$ cat config.mk
export PLATFORM = sky130hd
export DESIGN_NAME = rcp_pixel_class
export DESIGN_NICKNAME = d
export VERILOG_FILES = /design/src/rcp_pkg.sv /design/src/rcp_pixel_class.sv
export SDC_FILE = /design/constraint.sdc
export NUM_CORES = 1
export LEC_CHECK = 0
export BUFFER_PORTS_ARGS = -buffer_cell sky130_fd_sc_hd__buf_2
export CAP_MARGIN = 15
export CORE_AREA = 2 2 110 112
export DETAILED_ROUTE_END_ITERATION = 16
export DIE_AREA = 0 0 112 114
export GPL_ROUTABILITY_DRIVEN = 1
export PLACE_DENSITY = 0.85
export SYNTH_ARGS = -nofsm -noshare
export SYNTH_HDL_FRONTEND = slang
export SYNTH_SLANG_ARGS = --single-unit
$ cat constraint.sdc
create_clock -name vclk -period 5
set_input_delay 0.5 -clock vclk [all_inputs]
set_output_delay 0.5 -clock vclk [all_outputs]
set_load 0.02 [all_outputs]
$ cat src/rcp_pkg.sv
// Shared types and codes for the rectangle canvas painter.
// No dependencies; used by the top level, the pixel classifier and the checker.
`timescale 1ns / 1ps

package rcp_pkg;

  // Signed coordinate width: covers col << FRAC_BITS over the whole parameter range
  // and sums of 19-bit Q corners and spans.
  localparam int COORD_W = 28;
  localparam int QW      = 19;

  localparam logic [1:0] FUNC_CLEAR = 2'd0;
  localparam logic [1:0] FUNC_DRAW  = 2'd1;
  localparam logic [1:0] FUNC_READ  = 2'd2;

  localparam logic [1:0] STAT_OK         = 2'd0;
  localparam logic [1:0] STAT_BAD_RECT   = 2'd1;
  localparam logic [1:0] STAT_OFF_CANVAS = 2'd2;

  localparam logic [7:0] KIND_FILLED  = 8'h52;  // 'R'
  localparam logic [7:0] KIND_OUTLINE = 8'h72;  // 'r'

  localparam logic [1:0] REG_CANVAS_WIDTH  = 2'd0;
  localparam logic [1:0] REG_CANVAS_HEIGHT = 2'd1;
  localparam logic [1:0] REG_BACKGROUND    = 2'd2;

  typedef enum logic [1:0] {
    ST_IDLE,
    ST_WALK,
    ST_RADDR,
    ST_DONE
  } state_t;

  typedef enum logic [1:0] {
    PC_OUT,
    PC_EDGE,
    PC_INNER
  } pix_class_t;

  // Bounds along one axis: inside when lo <= p <= hi,
  // near an edge when p < near_lo or p > near_hi.
  typedef struct packed {
    logic signed [COORD_W-1:0] lo;
    logic signed [COORD_W-1:0] hi;
    logic signed [COORD_W-1:0] near_lo;
    logic signed [COORD_W-1:0] near_hi;
  } axis_bounds_t;

  function automatic logic signed [COORD_W-1:0] sext_q(logic [QW-1:0] v);
    return {{(COORD_W-QW){v[QW-1]}}, v};
  endfunction

endpackage

$ cat src/rcp_pixel_class.sv
// Pixel classifier: compares one pixel point against the registered rectangle bounds.
// Depends on rcp_pkg.
`timescale 1ns / 1ps

module rcp_pixel_class (
  input  logic signed [rcp_pkg::COORD_W-1:0] px,
  input  logic signed [rcp_pkg::COORD_W-1:0] py,
  input  rcp_pkg::axis_bounds_t              bx,
  input  rcp_pkg::axis_bounds_t              by,
  output rcp_pkg::pix_class_t                cls
);
  import rcp_pkg::*;

  logic in_rect;
  logic near;

  always_comb begin
    in_rect = ($signed(px) >= $signed(bx.lo)) && ($signed(px) <= $signed(bx.hi)) &&
              ($signed(py) >= $signed(by.lo)) && ($signed(py) <= $signed(by.hi));
    near    = ($signed(px) < $signed(bx.near_lo)) || ($signed(px) > $signed(bx.near_hi)) ||
              ($signed(py) < $signed(by.near_lo)) || ($signed(py) > $signed(by.near_hi));
    if (!in_rect) begin
      cls = PC_OUT;
    end else if (near) begin
      cls = PC_EDGE;
    end else begin
      cls = PC_INNER;
    end
  end

endmodule

==> results of run 1 <==
-- power groups by stage --
stage / Clock (mW) / Combinational [mW] / Sequential [mW]
after floorplan: 0 / 0.323 / 0
after global placement: 0 / 0.536 / 0
after detailed placement: 0 / 0.552 / 0
after CTS: 0 / 0.556 / 0
after global routing: 0 / 0.641 / 0
final: 0 / 0.555 / 0
-- cells by family (layout without fill, tap and decap cells) --
family | after synthesis | in the layout
adders and majority gates | 222 | 222
buffers and inverters | 222 | 504
AOI/OAI and AO/OA | 188 | 188
and+or+nand+nor | 141 | 141
muxes | 3 | 3
xor gates and xnor gates | 2 | 2
-- area by class of cell --
cell class                 count  area share (%)
inverter                     222            11.5
timing repair buffer         282            19.5
tap                          147            2.54
multi-input combinational    556            66.5
-- metal layers --
layer,GRT usage [%],vias to the layer above,part of all wire [%]
met5,0,-,0
met4,6.26,0,2.8
met3,2.18,34,5.8
met2,49.6,233,50
met1,30.5,2855,41
li1,-,3295,-
-- path summary, 6_finish.rpt --
path	startpoint	end	slack [ns]
max	py[1]	cls[1]	1.60
min	by[27]	cls[0]	1.85
-- through the flow --
step                power [mW]  util (%)  setup WS [ns]  area, sq um
detailed placement       0.552      61.9           1.59         7250
finish                   0.555      61.9           1.60         7250
CTS                      0.556      61.9           1.59         7250
floorplan                0.323         -           2.05         5650
global placement         0.536      61.9           1.60         7250
global route             0.641      61.9           1.40         7250
-- worst max-delay path, stage by stage --
cell and delay [ns]:
buf_2 0.13, ha_1 0.30, nor2b_1 0.13, o211ai_1 0.15, a21oi_1 0.10, o41ai_1 0.53
o211ai_1 0.23, mux2i_1 0.16, a2111o_1 0.34, nor2b_1 0.15, buf_2 0.18
-- layout by cell type, fill, tap and decap left out, types with 2 or more instances in the layout --
master / n
a2111o_1: 2
a211oi_1: 4
a21boi_0: 2
a21o_1: 47
a21oi_1: 77
a221oi_1: 5
a31oi_1: 2
and4_1: 5
buf_2: 282
ha_1: 222
inv_1: 222
mux2i_1: 3
nand2_1: 32
nand2b_1: 5
nand3_1: 10
nand4_1: 44
nor2_1: 15
nor2b_1: 12
nor3_1: 6
nor4_1: 3
o211ai_1: 9
o21ai_0: 17
o21ai_1: 3
o21bai_1: 2
o41ai_1: 3
or2_1: 2
or2_2: 2
xor2_1: 2
==> out/results.tsv, run 1 <==
stage	metric	value	unit
yosys	synth_fa_ha_area_share	49.1	%
drt	drtPass1Iterations	4	
yosys	yosysWarnings	0	
drt	via_per_inst	5.32	
final_layout	nets	1564	
power	switchingPower	0.287	mW
yosys	avgSynthCellArea	7.27	sq um
final_layout	n_fill_cell	1085	
placed_design	place_hpwl	15800	microns
floorplanning	die_h	114	microns
drt	wl_per_cell	14.0	microns
outcome	status	finished, final reports clean	
setup_path	cp_max_fo	4	
floorplanning	start_util	48.3	%
grt	grt_antenna_before_repair	0	
final_layout	nClkBuffers	0	
yosys	synth_common_cells	222 x ha_1, 222 x inv_1, 77 x a21oi_1, 47 x a21o_1, 44 x nand4_1	
grt	grt_max_degree	6	
floorplanning	coreArea	0.0117	sq mm
placed_design	io_buffer_count	282	
final_layout	syn_to_final_growth	28.2	%
yosys	seq_area_frac_synth	0	%
timing	period_share	68.0	%
power	internal_power	0.268	mW
setup_path	startpoint_type	input port	
power	leakage	4.84	nW
timing	rsz0062_at_grt	no	
timing	tightest_slew	0.545	ns
yosys	synth_xor_area_share	0.310	%
power	p_seq_share	0	%
yosys	synth_area	0.00565	sq mm
yosys	synth_top_area_share	49.1	%
yosys	synth_cell_type_count	47	
hold_path	hp-class	in2out	
clock_network	cts.hold.buffers_added	0	
power	switching_share	51.7	%
yosys	synth-compound-area-share	21.5	%
clock_network	postCtsResizedCells	0	
yosys	synth.area.mux_share	0.531	%
setup_path	crit_type	in2out	
drt	drtIter0Drc	207	
placed_design	gp_congestion	0.889	
grt	grt_usage	25.7	%
floorplanning	rows	40	
final_layout	seq_cells	0	
final_layout	multi_input_area	0.00482	sq mm
drt	drt-total-wl	16900	microns
setup_path	end_kind	primary output	
timing	drv_slew	0	
drt	vias	6417	
power	ir_worst_vdd	0.0000447	V
final_layout	drive_gt1_share	27.4	%
power	comb_power_share	100.0	%
timing	hold_violations	0	
power	power.density	76.5	mW/mm^2
setup_path	arrival	2.90	ns
placed_design	dp.cells	1207	
yosys	yosys.area_share.simple	13.7	%
power	p_clk_share	0	%
timing	relSlewSlack	63.2	%
clock_network	postCtsSetupBuffers	0	
floorplanning	ios	282	
final_layout	diodes	0	
yosys	synth_area_leaders	ha_1 49%, inv_1 15%, a21oi_1 6.8%, a21o_1 6.2%, nand4_1 4.9%	
yosys	syn_nets	1280	
timing	tns	0	ns
hold_path	holdPathStages	8	
yosys	synth_top_family_by_area	adder cells	
drt	antenna_left	0	
timing	holdWs	1.85	ns
flow_run	maxCapViolCount	0	
grt	overflow	0	
setup_path	crit_required	4.50	ns
floorplanning	die-width	112	microns
timing	min_period	3.40	ns
yosys	yosysTopAreaCell	ha_1	
floorplanning	die_area	0.0128	sq mm
timing	setup_viol	0	
drt	post-route-drc-count	0	
timing	fmax	0.294	GHz
grt	grt_pass1_wl	27700	microns
grt	grt_pass1_vias	6260	
final_layout	ff_latch_area	0	sq um
final_layout	final_cells	1207	
yosys	synth_cells	778	
No activity file was read; power rests on OpenSTA's default activity.
==> run 2: changes to the inputs <==
Settings changed: ABC_AREA set to 1, CORE_AREA 2 2 110 112 to not set, CORE_MARGIN set to 2, CORE_UTILIZATION set to 51, DIE_AREA 0 0 112 114 to not set.
Clock period 5 ns to 3.2 ns, I/O delays scaled along.
==> out/results.tsv, run 2 <==
stage	metric	value	unit	change
outcome	status	finished, final reports clean		
placed_design	gp_congestion	0.903		+1.6%
floorplanning	start_util	52.6	%	+4.3 points
yosys	synth_area	0.00634	sq mm	+12%
drt	wl_per_cell	11.4	microns	-18%
setup_path	startpoint_type	input port		
final_layout	nets	1866		+19%
grt	grt_pass1_vias	6868		+9.7%
timing	rsz0062_at_grt	no		
clock_network	postCtsResizedCells	0		unchanged
placed_design	placed_cell_area	0.00796	sq mm	+9.8%
floorplanning	die_h	115	microns	+1.3%
power	ir_worst_vdd	0.0000591	V	+32%
floorplanning	coreArea	0.0121	sq mm	+3.0%
drt	vias	7252		+13%
final_layout	nClkBuffers	0		unchanged
setup_path	arrival	2.13	ns	-0.77 ns
drt	antenna_left	0		unchanged
placed_design	dp_slack	0.739	ns	-0.847 ns
timing	tns	0	ns	unchanged
grt	grt_antenna_before_repair	1		+1
floorplanning	rows	40		unchanged
yosys	synth_top_area_share	43.8	%	-5.3 points
drt	post-route-drc-count	0		unchanged
power	power.density	118	mW/mm^2	+55%
placed_design	place_hpwl	16600	microns	+5.1%
final_layout	multi_input_area	0.00516	sq mm	+7.0%
final_layout	ff_latch_area	0	sq um	unchanged
power	leakage	5.75	nW	+19%
timing	hold_violations	0		unchanged
yosys	synth_area_leaders	ha_1 44%, inv_1 18%, nand2_1 18%, a21oi_1 5.6%, nor2_1 4.1%		
setup_path	crit_required	2.88	ns	-1.62 ns
placed_design	dp.cells	1530		+27%
yosys	avgSynthCellArea	5.87	sq um	-19%
floorplanning	die_area	0.0133	sq mm	+4.5%
grt	grt_usage	25.5	%	-0.12 points
final_layout	n_fill_cell	1151		+6.1%
setup_path	crit_type	in2out		
flow_run	maxCapViolCount	0		unchanged
final_layout	final_cells	1533		+27%
setup_path	critical-path-max-stage-delay	0.37	ns	-0.16 ns
timing	setup_viol	0		unchanged
hold_path	hp-class	in2out		
timing	holdWs	1.42	ns	-0.429 ns
grt	overflow	0		unchanged
final_layout	syn_to_final_growth	25.7	%	
drt	drtPass1Iterations	4		unchanged
yosys	yosys.cell_count.top_type	inv_1		
setup_path	crit_chain	buf_2 -> ha_1 -> nand2_2 -> nor2_2 -> nand2_1 -> nor3b_2 -> nand2_1 -> nand2_1 -> nand2_1 -> nand3_1 -> nand2_1 -> inv_1 -> nand2_1 -> nor2_2 -> buf_2		
timing	fmax	0.408	GHz	
drt	drt-total-wl	17500	microns	+4.0%
floorplanning	die-width	115	microns	+3.1%
grt	grt_pass1_wl	28300	microns	+2.1%
setup_path	end_kind	primary output		
setup_path	slowest_stage	ha_1		
timing	tightest_slew	0.248	ns	-0.297 ns
timing	worst_slack	0.748	ns	-0.851 ns
final_layout	drive_gt1_share	22.1	%	-5.3 points
setup_path	path_buf_inv	3		+1
final_layout	final_common_cell	inv_1		
timing	period_share	76.6	%	
setup_path	crit_top_cell	nand2_1		
final_layout	seq_cells	0		unchanged
yosys	seq_area_frac_synth	0	%	unchanged
setup_path	cp_max_fo	4		unchanged
yosys	synth_cell_type_count	25		-47%
grt	grt_max_degree	6		unchanged
timing	relSlewSlack	83.4	%	+20 points
clock_network	postCtsSetupBuffers	0		unchanged
floorplanning	ios	282		unchanged
timing	drv_slew	0		unchanged
yosys	yosysTopAreaCell	ha_1		
final_layout	fin_area	0.00797	sq mm	+9.9%
drt	via_per_inst	4.73		-11%
placed_design	io_buffer_count	282		unchanged
timing	min_period	2.45	ns	
clock_network	cts.hold.buffers_added	0		unchanged
final_layout	mostFrequentLayoutCells	311 x inv_1, 308 x nand2_1, 282 x buf_2, 222 x ha_1, 71 x a21oi_1		
setup_path	cp_top_family	simple AND/OR/NAND/NOR gates		
yosys	synth_common_cells	311 x inv_1, 308 x nand2_1, 222 x ha_1, 71 x a21oi_1, 70 x nor2_1		
yosys	syn_nets	1582		+24%
yosys	synth_cells	1080		+39%
yosys	yosysWarnings	0		unchanged
drt	drtIter0Drc	275		+33%
[run 2: cell count changes after synthesis, sizes merged, moves of 10 or more]
cell	previous run	this run
a21o	48	17
o21ai	20	3
o211ai	10	0
nor2b	12	1
inv	222	314
nand4	45	15
nor2	15	75
nand3	10	31
nand2	32	313
[run 2: worst paths after layout]
check	from	cells past startpoint	slack, ns	to
worst max-delay path	py[27]	15	0.75	cls[1]
worst min-delay path	bx[27]	9	1.42	cls[1]
[run 2: where the power goes]
part / switching, mW / leakage [nW] / total, mW / internal [mW]
logic: 0.517 / 5.75 / 0.943 / 0.426
clock network: 0 / 0.0000190 / 0.000000126 / 0.000000126
registers: 0 / 0 / 0 / 0
total: 0.517 / 5.75 / 0.943 / 0.426
[run 2: layout make-up]
cell class                      count  share of cell area [%]
Tap cell                          168                    2.64
Multi-Input combinational cell    765                    64.7
Inverter                          315                    14.8
Timing Repair Buffer              282                    17.7
Antenna cell                        3                  0.0942
[run 2: cell families after synthesis]
| logic type | share of synthesized area (%) |
|---|---|
| adders and majority gates | 43.8 |
| AOI/OAI and AO/OA | 8.58 |
| buffers and inverters | 18.7 |
| and+or+nand+nor | 29.0 |
[run 2: per-layer routing]
layer	GRT usage (%)	vias to the layer above	routed length [microns]
met5	0	-	0
met4	7.15	0	502
met3	3.56	44	1160
met2	48.4	221	8400
met1	29.7	3098	7460
li1	-	3889	-
[run 2: metrics by stage]
stage / power (mW) / util [%]
3_5_place_dp: 0.944 / 66.0
5_1_grt: 1.11 / 66.0
3_3_place_gp: 0.911 / 66.0
4_1_cts: 0.949 / 66.0
2_1_floorplan: 0.580 / -
6_report: 0.943 / 66.1
==> run 3: changes to the inputs <==
Settings changed: ABC_AREA 1 to 0, CORE_UTILIZATION 51 to 44, PLACE_DENSITY 0.85 to 0.8.
Clock period 3.2 ns to 2.08 ns, I/O delays scaled along.
==> out/results.tsv, run 3 (same netlist as run 1, synthesis figures left out) <==
stage	metric	value	unit	change
hold_path	holdPathStages	8		-1
floorplanning	start_util	45.0	%	-7.6 points
floorplanning	rows	41		+2.5%
floorplanning	die_area	0.0138	sq mm	+3.2%
grt	grt_pass1_wl	32500	microns	+15%
grt	grt_pass1_vias	7363		+7.2%
placed_design	placed_cell_area	0.00832	sq mm	+4.5%
grt	grt_antenna_before_repair	2		+1
grt	grt_max_degree	5		-1
floorplanning	die_h	117	microns	+1.6%
power	ir_worst_vdd	0.000104	V	+75%
grt	grt_usage	27.8	%	+2.3 points
timing	period_share	129	%	
timing	worst_slack	-0.610	ns	-1.36 ns
final_layout	syn_to_final_growth	56.8	%	
timing	relSlewSlack	75.0	%	-8.3 points
power	p_clk_share	0	%	unchanged
drt	antenna_left	0		unchanged
setup_path	crit_required	1.87	ns	-1.01 ns
floorplanning	die-width	117	microns	+1.6%
power	p_seq_share	0	%	unchanged
power	comb_power_share	100.0	%	about the same
setup_path	crit_chain	buf_2 -> ha_1 -> a21o_1 -> nand3_1 -> a21oi_1 -> o41ai_2 -> o211ai_1 -> mux2i_1 -> a2111o_1 -> nor2b_4 -> buf_6		
setup_path	slowest_stage	a2111o_1		
timing	setup_viol	2		+2
drt	drtIter0Drc	237		-14%
setup_path	startpoint_type	input port		
final_layout	mostFrequentLayoutCells	271 x buf_2, 212 x inv_1, 195 x ha_1, 135 x buf_4, 69 x a21oi_1		
power	leakage	5.53	nW	-3.8%
floorplanning	coreArea	0.0126	sq mm	+4.2%
clock_network	cts.hold.buffers_added	0		unchanged
setup_path	end_kind	primary output		
final_layout	n_fill_cell	984		-15%
timing	drv_slew	0		unchanged
final_layout	fin_util	70.5	%	+4.4 points
power	power.density	197	mW/mm^2	+67%
final_layout	fin_area	0.00886	sq mm	+11%
placed_design	dp_slack	-0.863	ns	-1.60 ns
placed_design	io_buffer_count	282		unchanged
power	switching_share	47.5	%	-7.3 points
timing	tightest_slew	0.371	ns	+0.123 ns
hold_path	hold_end	cls[0]		
outcome	status	finished with violations		
final_layout	drive_gt1_share	40.8	%	+19 points
drt	drtPass1Iterations	5		+1
power	switchingPower	0.830	mW	+61%
hold_path	hp-class	in2out		
power	power.total	1.75	mW	+85%
placed_design	place_hpwl	17200	microns	+3.6%
floorplanning	ios	282		unchanged
flow_run	maxCapViolCount	0		unchanged
final_layout	seq_cells	0		unchanged
final_layout	nClkBuffers	0		unchanged
setup_path	critical-path-max-stage-delay	0.49	ns	+0.12 ns
drt	post-route-drc-count	0		unchanged
grt	overflow	0		unchanged
setup_path	arrival	2.48	ns	+0.35 ns
drt	wl_per_cell	14.5	microns	+27%
placed_design	gp_congestion	0.893		-1.1%
setup_path	cp_max_fo	4		unchanged
setup_path	crit_type	in2out		
timing	min_period	2.69	ns	
hold_path	holdCritStartpoint	py[1]		
power	internal_power	0.918	mW	+120%
outcome	violations	negative setup slack		
final_layout	multi_input_area	0.00532	sq mm	+3.1%
final_layout	nets	1696		-9.1%
drt	via_per_inst	5.12		+8.2%
drt	drt-total-wl	19900	microns	+13%
drt	vias	6991		-3.6%
final_layout	ff_latch_area	0	sq um	unchanged
timing	holdWs	1.27	ns	-0.150 ns
final_layout	final_common_cell	buf_2		
timing	fmax	0.372	GHz	
timing	hold_violations	0		unchanged
timing	rsz0062_at_grt	yes		
[run 3: cell types whose count changed in the layout (fill, tap and decap cells not counted), sizes merged, moves of 10 or more]
cell and delta:
inv -92, buf +132, a21o +31, o21ai +17
nor2 -60, nand2 -281, o211ai +10, nand3 -21
nor2b +11, nand4 +30
[run 3: how the worst max path moves through the flow]
| stage | startpoint | slack (ns) | end | depth (start not counted) |
|---|---|---|---|---|
| finish | py[5] | -0.61 | cls[1] | 11 |
| global route | py[15] | -0.73 | cls[0] | 12 |
| CTS | px[27] | -0.55 | cls[1] | 13 |
| detailed placement | py[17] | -0.86 | cls[1] | 12 |
| global placement | py[17] | -0.88 | cls[1] | 12 |
| floorplan | bx[19] | -0.18 | cls[1] | 10 |
[run 3: through the flow]
step,cells,setup TNS (ns)
after floorplan,778,-0.331
after global placement,1358,-1.74
after detailed placement,1358,-1.70
after CTS,1362,-1.11
after global routing,1366,-1.44
final,1366,-1.20
[run 3: power by group through the flow]
stage	combinational [mW]	clock [mW]	sequential, mW
after floorplan	0.792	0	0
final	1.75	0.000000129	0
after global routing	1.97	0.000000129	0
after detailed placement	1.59	0	0
after CTS	1.68	0	0
after global placement	1.54	0	0
[run 3: critical path, delay by kind of cell]
| kind | cells | cell delay, ns |
|---|---|---|
| AO/OA/AOI/OAI | 5 | 1.30 |
| multiplexers | 1 | 0.16 |
| adder cells (fa/ha/maj) | 1 | 0.33 |
| AND/OR/NAND/NOR | 2 | 0.23 |
| buffers and inverters | 2 | 0.26 |
[run 3: final cells by class]
class / instances / share of cell area [%]
diodes: 2 / 0.0565
repair buffers: 414 / 27.9
well taps: 172 / 2.43
multi-input cells: 556 / 60.0
inverters: 222 / 9.57
[run 3: layer usage]
metal / part of all wire (%) / global-route usage, % / vias to the layer above / routed length [microns]
met5: 0 / 0 / - / 0
met4: 4.3 / 11.3 / 0 / 857
met3: 5.8 / 3.21 / 64 / 1150
met2: 51 / 54.3 / 270 / 10100
met1: 39 / 30.1 / 3101 / 7730
li1: - / - / 3556 / -
[run 3: what timing repair did]
item                                    4_1_cts  5_1_grt
endpoints found under the setup margin        2        2
gates resized for setup                      57       24
pin swaps                                    22       12
setup buffers                                 4        2
gates cloned                                  0        0
